===== config.mk =====
export PLATFORM = sky130hd
export DESIGN_NAME = random_key_argsort_top_flat
export DESIGN_NICKNAME = d
export VERILOG_FILES = /design/src/hw/rtl/ras_pkg.sv /design/src/hw/rtl/ras_if.sv /design/src/hw/rtl/ras_cell.sv /design/src/hw/rtl/random_key_argsort_top.sv /design/src/flat_wrapper.sv
export SDC_FILE = /design/constraint.sdc
export NUM_CORES = 2
export LEC_CHECK = 0
export ABC_CLOCK_PERIOD_IN_PS = 6420
export BUFFER_PORTS_ARGS = -buffer_cell sky130_fd_sc_hd__buf_4
export CAP_MARGIN = 20
export CORE_ASPECT_RATIO = 0.75
export CORE_UTILIZATION = 34
export CTS_BUF_LIST = sky130_fd_sc_hd__clkbuf_4 sky130_fd_sc_hd__clkbuf_8
export DETAILED_ROUTE_END_ITERATION = 6
export SLEW_MARGIN = 20
export SYNTH_ARGS = -nofsm -noshare
export SYNTH_HDL_FRONTEND = slang
export SYNTH_SLANG_ARGS = --single-unit

===== constraint.sdc =====
create_clock -name clk -period 6.42 [get_ports clk]
set_input_delay 1.284 -clock clk [delete_from_list [all_inputs] [get_ports clk]]
set_output_delay 1.284 -clock clk [all_outputs]
set_load 0.01 [all_outputs]

===== src/hw/rtl/ras_pkg.sv =====
`timescale 1ns / 1ps
`default_nettype none

package ras_pkg;

    localparam int unsigned IN_KEY_W = 32;
    localparam int unsigned IDX_W    = 5;

    typedef enum logic
    {
        ST_LOAD,
        ST_EMIT
    } ras_state_t;

    typedef struct packed
    {
        logic ins;
        logic shift;
    } ras_ctl_t;

endpackage

`default_nettype wire


===== src/hw/rtl/ras_if.sv =====
`timescale 1ns / 1ps
`default_nettype none

interface ras_key_if;
    logic        valid;
    logic        ready;
    logic [31:0] sort_key;
    logic        last_key;

    modport source (output valid, output sort_key, output last_key, input ready);
    modport sink   (input valid, input sort_key, input last_key, output ready);
endinterface

interface ras_idx_if;
    logic       valid;
    logic       ready;
    logic [4:0] city_index;
    logic       last_result;
    logic       overflow;

    modport source (output valid, output city_index, output last_result, output overflow,
                    input ready);
    modport sink   (input valid, input city_index, input last_result, input overflow,
                    output ready);
endinterface

`default_nettype wire


===== src/hw/rtl/ras_cell.sv =====
`timescale 1ns / 1ps
`default_nettype none

module ras_cell #(
    parameter int unsigned KW = 32
) (
    input  wire                    clk,
    input  wire                    rst_n,
    input  ras_pkg::ras_ctl_t      ctl,
    input  wire [KW-1:0]           new_key,
    input  wire [ras_pkg::IDX_W-1:0] new_idx,
    input  wire                    left_gt,
    input  wire                    left_valid,
    input  wire [KW-1:0]           left_key,
    input  wire [ras_pkg::IDX_W-1:0] left_idx,
    input  wire                    right_valid,
    input  wire [KW-1:0]           right_key,
    input  wire [ras_pkg::IDX_W-1:0] right_idx,
    output logic                   gt,
    output logic                   valid,
    output logic [KW-1:0]          key,
    output logic [ras_pkg::IDX_W-1:0] idx
);
    import ras_pkg::*;

    logic              valid_reg, valid_next;
    logic [KW-1:0]     key_reg, key_next;
    logic [IDX_W-1:0]  idx_reg, idx_next;

    // empty cells count as larger than any key
    assign gt    = !valid_reg || (key_reg > new_key);
    assign valid = valid_reg;
    assign key   = key_reg;
    assign idx   = idx_reg;

    always_comb
    begin
        valid_next = valid_reg;
        key_next   = key_reg;
        idx_next   = idx_reg;
        if (ctl.shift)
        begin
            valid_next = right_valid;
            key_next   = right_key;
            idx_next   = right_idx;
        end
        else if (ctl.ins && gt)
        begin
            valid_next = valid_reg | left_valid;
            key_next   = left_gt ? left_key : new_key;
            idx_next   = left_gt ? left_idx : new_idx;
        end
    end

    always_ff @(posedge clk or negedge rst_n)
    begin
        if (!rst_n)
        begin
            valid_reg <= 1'b0;
        end
        else
        begin
            valid_reg <= valid_next;
        end
    end

    always_ff @(posedge clk)
    begin
        key_reg <= key_next;
        idx_reg <= idx_next;
    end

endmodule

`default_nettype wire


===== src/hw/rtl/random_key_argsort_top.sv =====
`timescale 1ns / 1ps
`default_nettype none

// Random-key argsort. Keys arrive one beat per cycle on keys; the arrival
// position within a group is the key's index. Each key is inserted into a
// chain of MAX_KEYS cells kept in ascending order (equal keys keep arrival
// order). After the beat with last_key the chain shifts toward cell 0 and
// perm gives one index per cycle while perm.ready is high, the final one
// flagged by last_result; keys stays stalled until the last index is
// taken. Keys beyond MAX_KEYS are dropped and reported on overflow. Only
// the low KEY_BITS bits of sort_key take part in the compare.
module random_key_argsort_top #(
    parameter int unsigned MAX_KEYS = 32,
    parameter int unsigned KEY_BITS = 32
) (
    input  wire     clk,
    input  wire     rst_n,
    ras_key_if.sink   keys,
    ras_idx_if.source perm
);
    import ras_pkg::*;

    localparam int unsigned KW = (KEY_BITS < IN_KEY_W) ? KEY_BITS : IN_KEY_W;
    localparam int unsigned CW = $clog2(MAX_KEYS + 1);

    ras_state_t       state_reg, state_next;
    logic [CW-1:0]    count_reg, count_next;
    logic             ovf_reg, ovf_next;

    logic             accept_in;
    logic             full;
    logic             done;
    ras_ctl_t         ctl;
    logic [KW-1:0]    new_key;
    logic [IDX_W-1:0] new_idx;

    logic             gt_w    [MAX_KEYS];
    logic             valid_w [MAX_KEYS];
    logic [KW-1:0]    key_w   [MAX_KEYS];
    logic [IDX_W-1:0] idx_w   [MAX_KEYS];

    assign new_key   = keys.sort_key[KW-1:0];
    assign new_idx   = IDX_W'(count_reg);
    assign full      = (count_reg == CW'(MAX_KEYS));
    assign accept_in = keys.valid && keys.ready;
    assign done      = !valid_w[0] || (perm.ready && !valid_w[1]);

    genvar g;
    generate
        for (g = 0; g < MAX_KEYS; g++)
        begin : g_cell
            logic             l_gt, l_valid, r_valid;
            logic [KW-1:0]    l_key, r_key;
            logic [IDX_W-1:0] l_idx, r_idx;

            if (g == 0)
            begin : g_head
                assign l_gt    = 1'b0;
                assign l_valid = 1'b1;
                assign l_key   = '0;
                assign l_idx   = '0;
            end
            else
            begin : g_mid
                assign l_gt    = gt_w[g-1];
                assign l_valid = valid_w[g-1];
                assign l_key   = key_w[g-1];
                assign l_idx   = idx_w[g-1];
            end

            if (g == MAX_KEYS - 1)
            begin : g_tail
                assign r_valid = 1'b0;
                assign r_key   = '0;
                assign r_idx   = '0;
            end
            else
            begin : g_body
                assign r_valid = valid_w[g+1];
                assign r_key   = key_w[g+1];
                assign r_idx   = idx_w[g+1];
            end

            ras_cell #(
                .KW (KW)
            ) u_cell (
                .clk         (clk),
                .rst_n       (rst_n),
                .ctl         (ctl),
                .new_key     (new_key),
                .new_idx     (new_idx),
                .left_gt     (l_gt),
                .left_valid  (l_valid),
                .left_key    (l_key),
                .left_idx    (l_idx),
                .right_valid (r_valid),
                .right_key   (r_key),
                .right_idx   (r_idx),
                .gt          (gt_w[g]),
                .valid       (valid_w[g]),
                .key         (key_w[g]),
                .idx         (idx_w[g])
            );
        end
    endgenerate

    // next state
    always_comb
    begin
        state_next = state_reg;
        unique case (state_reg)
            ST_LOAD:
            begin
                if (accept_in && keys.last_key)
                begin
                    state_next = ST_EMIT;
                end
            end
            ST_EMIT:
            begin
                if (done)
                begin
                    state_next = ST_LOAD;
                end
            end
            default:
            begin
                state_next = ST_LOAD;
            end
        endcase
    end

    // outputs
    always_comb
    begin
        keys.ready = 1'b0;
        perm.valid = 1'b0;
        ctl.ins    = 1'b0;
        ctl.shift  = 1'b0;
        unique case (state_reg)
            ST_LOAD:
            begin
                keys.ready = 1'b1;
                ctl.ins    = keys.valid && !full;
            end
            ST_EMIT:
            begin
                perm.valid = valid_w[0];
                ctl.shift  = valid_w[0] && perm.ready;
            end
            default:
            begin
                keys.ready = 1'b0;
            end
        endcase
    end

    assign perm.city_index  = idx_w[0];
    assign perm.last_result = !valid_w[1];
    assign perm.overflow    = ovf_reg;

    always_comb
    begin
        count_next = count_reg;
        ovf_next   = ovf_reg;
        if (state_reg == ST_EMIT && done)
        begin
            count_next = '0;
            ovf_next   = 1'b0;
        end
        else if (ctl.ins)
        begin
            count_next = count_reg + 1'b1;
        end
        else if (accept_in && full)
        begin
            ovf_next = 1'b1;
        end
    end

    always_ff @(posedge clk or negedge rst_n)
    begin
        if (!rst_n)
        begin
            state_reg <= ST_LOAD;
            count_reg <= '0;
            ovf_reg   <= 1'b0;
        end
        else
        begin
            state_reg <= state_next;
            count_reg <= count_next;
            ovf_reg   <= ovf_next;
        end
    end

endmodule

`default_nettype wire


===== src/flat_wrapper.sv =====
// flat-port wrapper written by rule: the top's interface ports become plain ports
module random_key_argsort_top_flat import ras_pkg::*;
#(
    parameter int unsigned MAX_KEYS = 32,
    parameter int unsigned KEY_BITS = 32
)
  (clk, rst_n, keys_valid, keys_sort_key, keys_last_key, keys_ready, perm_valid, perm_city_index, perm_last_result, perm_overflow, perm_ready);
  ras_key_if keys_i ();
  ras_idx_if perm_i ();
  input  wire clk;
  input  wire rst_n;
  input wire logic [$bits(keys_i.valid)-1:0] keys_valid;
  input wire logic [$bits(keys_i.sort_key)-1:0] keys_sort_key;
  input wire logic [$bits(keys_i.last_key)-1:0] keys_last_key;
  output wire logic [$bits(keys_i.ready)-1:0] keys_ready;
  output wire logic [$bits(perm_i.valid)-1:0] perm_valid;
  output wire logic [$bits(perm_i.city_index)-1:0] perm_city_index;
  output wire logic [$bits(perm_i.last_result)-1:0] perm_last_result;
  output wire logic [$bits(perm_i.overflow)-1:0] perm_overflow;
  input wire logic [$bits(perm_i.ready)-1:0] perm_ready;
  assign keys_i.valid = keys_valid;
  assign keys_i.sort_key = keys_sort_key;
  assign keys_i.last_key = keys_last_key;
  assign keys_ready = keys_i.ready;
  assign perm_valid = perm_i.valid;
  assign perm_city_index = perm_i.city_index;
  assign perm_last_result = perm_i.last_result;
  assign perm_overflow = perm_i.overflow;
  assign perm_i.ready = perm_ready;
  random_key_argsort_top #(.MAX_KEYS(MAX_KEYS), .KEY_BITS(KEY_BITS)) u_core (.clk(clk), .rst_n(rst_n), .keys(keys_i), .perm(perm_i));
endmodule

==> impl_metrics.csv <==
group,metric,value,unit
yosys,yosys_warnings,0,
drt,via_count,68649,
layout,mostFrequentLayoutCell,"nand2_1",
critical_path,startpoint,"keys_sort_key[15]",
critical_path,worstPathRequired,7.01,ns
floorplanning,die_w,562,µm
floorplanning,pin_count,46,
flow_run,drv_cap,0,
drt,drc,0,
cts,hold_buffers,0,
layout,largest_reg_flops,1024,
yosys,synth_top_family_by_area,"compound AO/OA/AOI/OAI gates",
floorplanning,core_area,0.233,mm²
sta,hold_viol_final,0,
layout,layout-drive-gt1-share,0.210,
layout,final_cell_mix,"nand2_1, edfxtp_1, ha_1",
yosys,synth_edf_count,1147,
cts,tritoncts,"yes",
sta,setup_violations,0,
global_route,gr-total-overflow,0,
drt,via_per_inst,6.49,
sta,setup_tns,0,ns
status,status,"finished clean",
place,io_buffer_count,45,
drt,firstDrtPassIters,7,
global_route,antenna_found_initial,17,
hold_path,hold_class,"in -> async",
yosys,synthCells,7307,
place,gp_congestion,0.982,
yosys,ys.flop_type,"edfxtp_1",
cts,cts-root-buf,"clkbuf_8",
sta,worst_pin_slew,1.29,ns
pwr,power_density,679,mW/mm²
floorplanning,die-area,0.238,mm²
yosys,synth-adder-area-share,0.160,
yosys,synth_xor_area_frac,0.000219,
drt,initialDrtViolationCount,10255,
layout,fin_nets,8380,
yosys,synth-simple-area-share,0.115,
pwr,p_leak,0.0340,µW
critical_path,start_kind,"primary input",
cts,cts_buffer_depth,4,
sta,layout_setup_ws,1.42,ns
yosys,postSynth.asyncResetShare,0.0327,
cts,clk_latency,0.98,ns
global_route,grt_pass1_vias,64400,
yosys,synth_cell_types,66,
yosys,syn_area,0.0801,mm²
drt,detail-route-antenna-nets,0,
place,dp_hpwl,240,mm
critical_path,critPathKind,"in -> reg",
cts,cts_sinks,1224,
drt,wl_per_cell,31.8,µm
cts,postCtsSetupBuffers,0,
critical_path,worstPathMaxFanout,24,
layout,n_fill_cell,22412,
critical_path,r2r-start,"u_core.g_cell[30].u_cell.key[15]",
place,dp.cells,10210,
sta,timing.fmax,200,MHz
layout,fin_cells,10582,
sta,grt_setup_unrepaired,"no",
floorplanning,row_count,153,
cts,cts_buffers,205,
global_route,grt_pass1_wl,473,mm
cts,cts_htree_levels,4,
yosys,syn_area_per_cell,11.0,µm²
yosys,ys_ff_latch,1224,
critical_path,ff2ff_setup_slack,2.22,ns
yosys,syn_nets,8370,
global_route,grt_start_max_net_pins,165,
place,dp_slack,0.712,ns
sta,max_slew_margin,0.139,
floorplanning,fp.dieH,422,µm
yosys,synth_compound_area_frac,0.229,
cts,clk_pin_slew,0.07,ns
yosys,ys_seq_area_frac,0.452,
sta,skew,0.0880,ns
critical_path,critPathArrivalTime,5.60,ns
floorplanning,start_util,0.344,
layout,syn2layout_area_growth,11.6,%
critical_path,r2r_cells,8,
sta,slew_violations,0,
critical_path,worstSetupEndpointType,"register",
sta,period_needed,5.00,ns
global_route,grt_usage,0.273,
drt,wl,336,mm
yosys,muxShareOfSynthArea,0.0140,
pwr,ir_drop,0.327,mV
cts,cts_resized,0,
sta,fin_crit_sh,0.779,
[per-stage QoR]
stage	total power [µW]	area, µm²	utilization	hold slack (ns)
final	60700	89400	0.384	0.445
after global routing	63300	89400	0.384	0.445
after CTS	59300	89400	0.384	0.387
after detailed placement	51900	85400	0.366	0.508
after global placement	50800	85400	0.366	0.495
after floorplan	40200	80100	-	0.494
[worst max-delay path, cell delays in order]
cell      delay (ns)
buf_4           0.21
inv_2           0.74
ha_1            0.32
nand4_1         0.19
nor4_1          0.88
a221oi_1        0.30
a21oi_1         0.37
o22ai_4         0.25
o21ai_4         0.51
buf_4           0.47
[path summary, 6_finish.rpt]
check	end
max reg2reg	u_core.g_cell[30].u_cell.key[13]
max	u_core.g_cell[30].u_cell.key[13]
min in group clk	u_core.perm.overflow
max in group asynchronous	u_core.g_cell[0].u_cell.valid
min reg2reg	u_core.perm.overflow
min	u_core.g_cell[30].u_cell.valid
[cell type report]
cell class	count	area (µm²)	area share
multi-input cells	5507	42500	0.475
flip-flops and latches	1224	36200	0.405
well taps	3100	3880	0.0434
clock buffers	278	3460	0.0387
repair buffers	301	2530	0.0284
clock inverters	89	574	0.00642
inverters	78	293	0.00327
diodes	5	12.5	0.000140
[power by group]
| part | leakage (µW) | total, µW | internal [µW] | switching (µW) |
|---|---|---|---|---|
| registers | 0.0115 | 22500 | 16500 | 5960 |
| logic | 0.0203 | 30800 | 12400 | 18400 |
| clock network | 0.00214 | 7400 | 3760 | 3640 |
[cell families (layout without fill, tap and decap cells)]
logic type	count (synthesis)	after routing
fa+ha+maj	1026	1026
other cells	0	5
compound gates	2275	2275
flops	1224	1224
mux	112	112
simple gates	2092	2092
xor+xnor	2	2
buf+inv	576	746
[cells in the mapped netlist, types with 21 or more instances]
library cell  instances  area share
nand2_1            1201       0.056
edfxtp_1           1147        0.43
ha_1               1026        0.16
o221a_2             819        0.12
a21oi_1             487       0.030
nor2_1              390       0.018
clkbuf_1            310       0.015
o21ai_0             245       0.015
a21o_1              203       0.019
nand4_1             180       0.014
buf_2               135      0.0084
a211oi_1            128       0.012
o21ai_1             122      0.0076
mux2i_1             112       0.014
nor2b_1              92      0.0072
inv_1                78      0.0037
o221a_1              61      0.0086
and4_1               49      0.0054
nor3_1               45      0.0028
a31oi_1              43      0.0034
dfrtp_1              40       0.012
buf_1                39      0.0018
dfxtp_1              37      0.0092
o211ai_1             27      0.0025
nand2b_1             26      0.0020
nand3_1              25      0.0016
nor4_1               22      0.0017
o21a_1               21      0.0020
[per-layer routing]
metal	part of all wire	GRT usage	up-vias	wire, µm
li1	-	-	29039	-
met1	0.41	0.378	34245	139000
met2	0.40	0.376	4651	134000
met3	0.15	0.115	704	50800
met4	0.035	0.0908	10	11900
met5	0.00049	0.00423	-	164
Note: power is estimated with default switching activity, not from simulation.
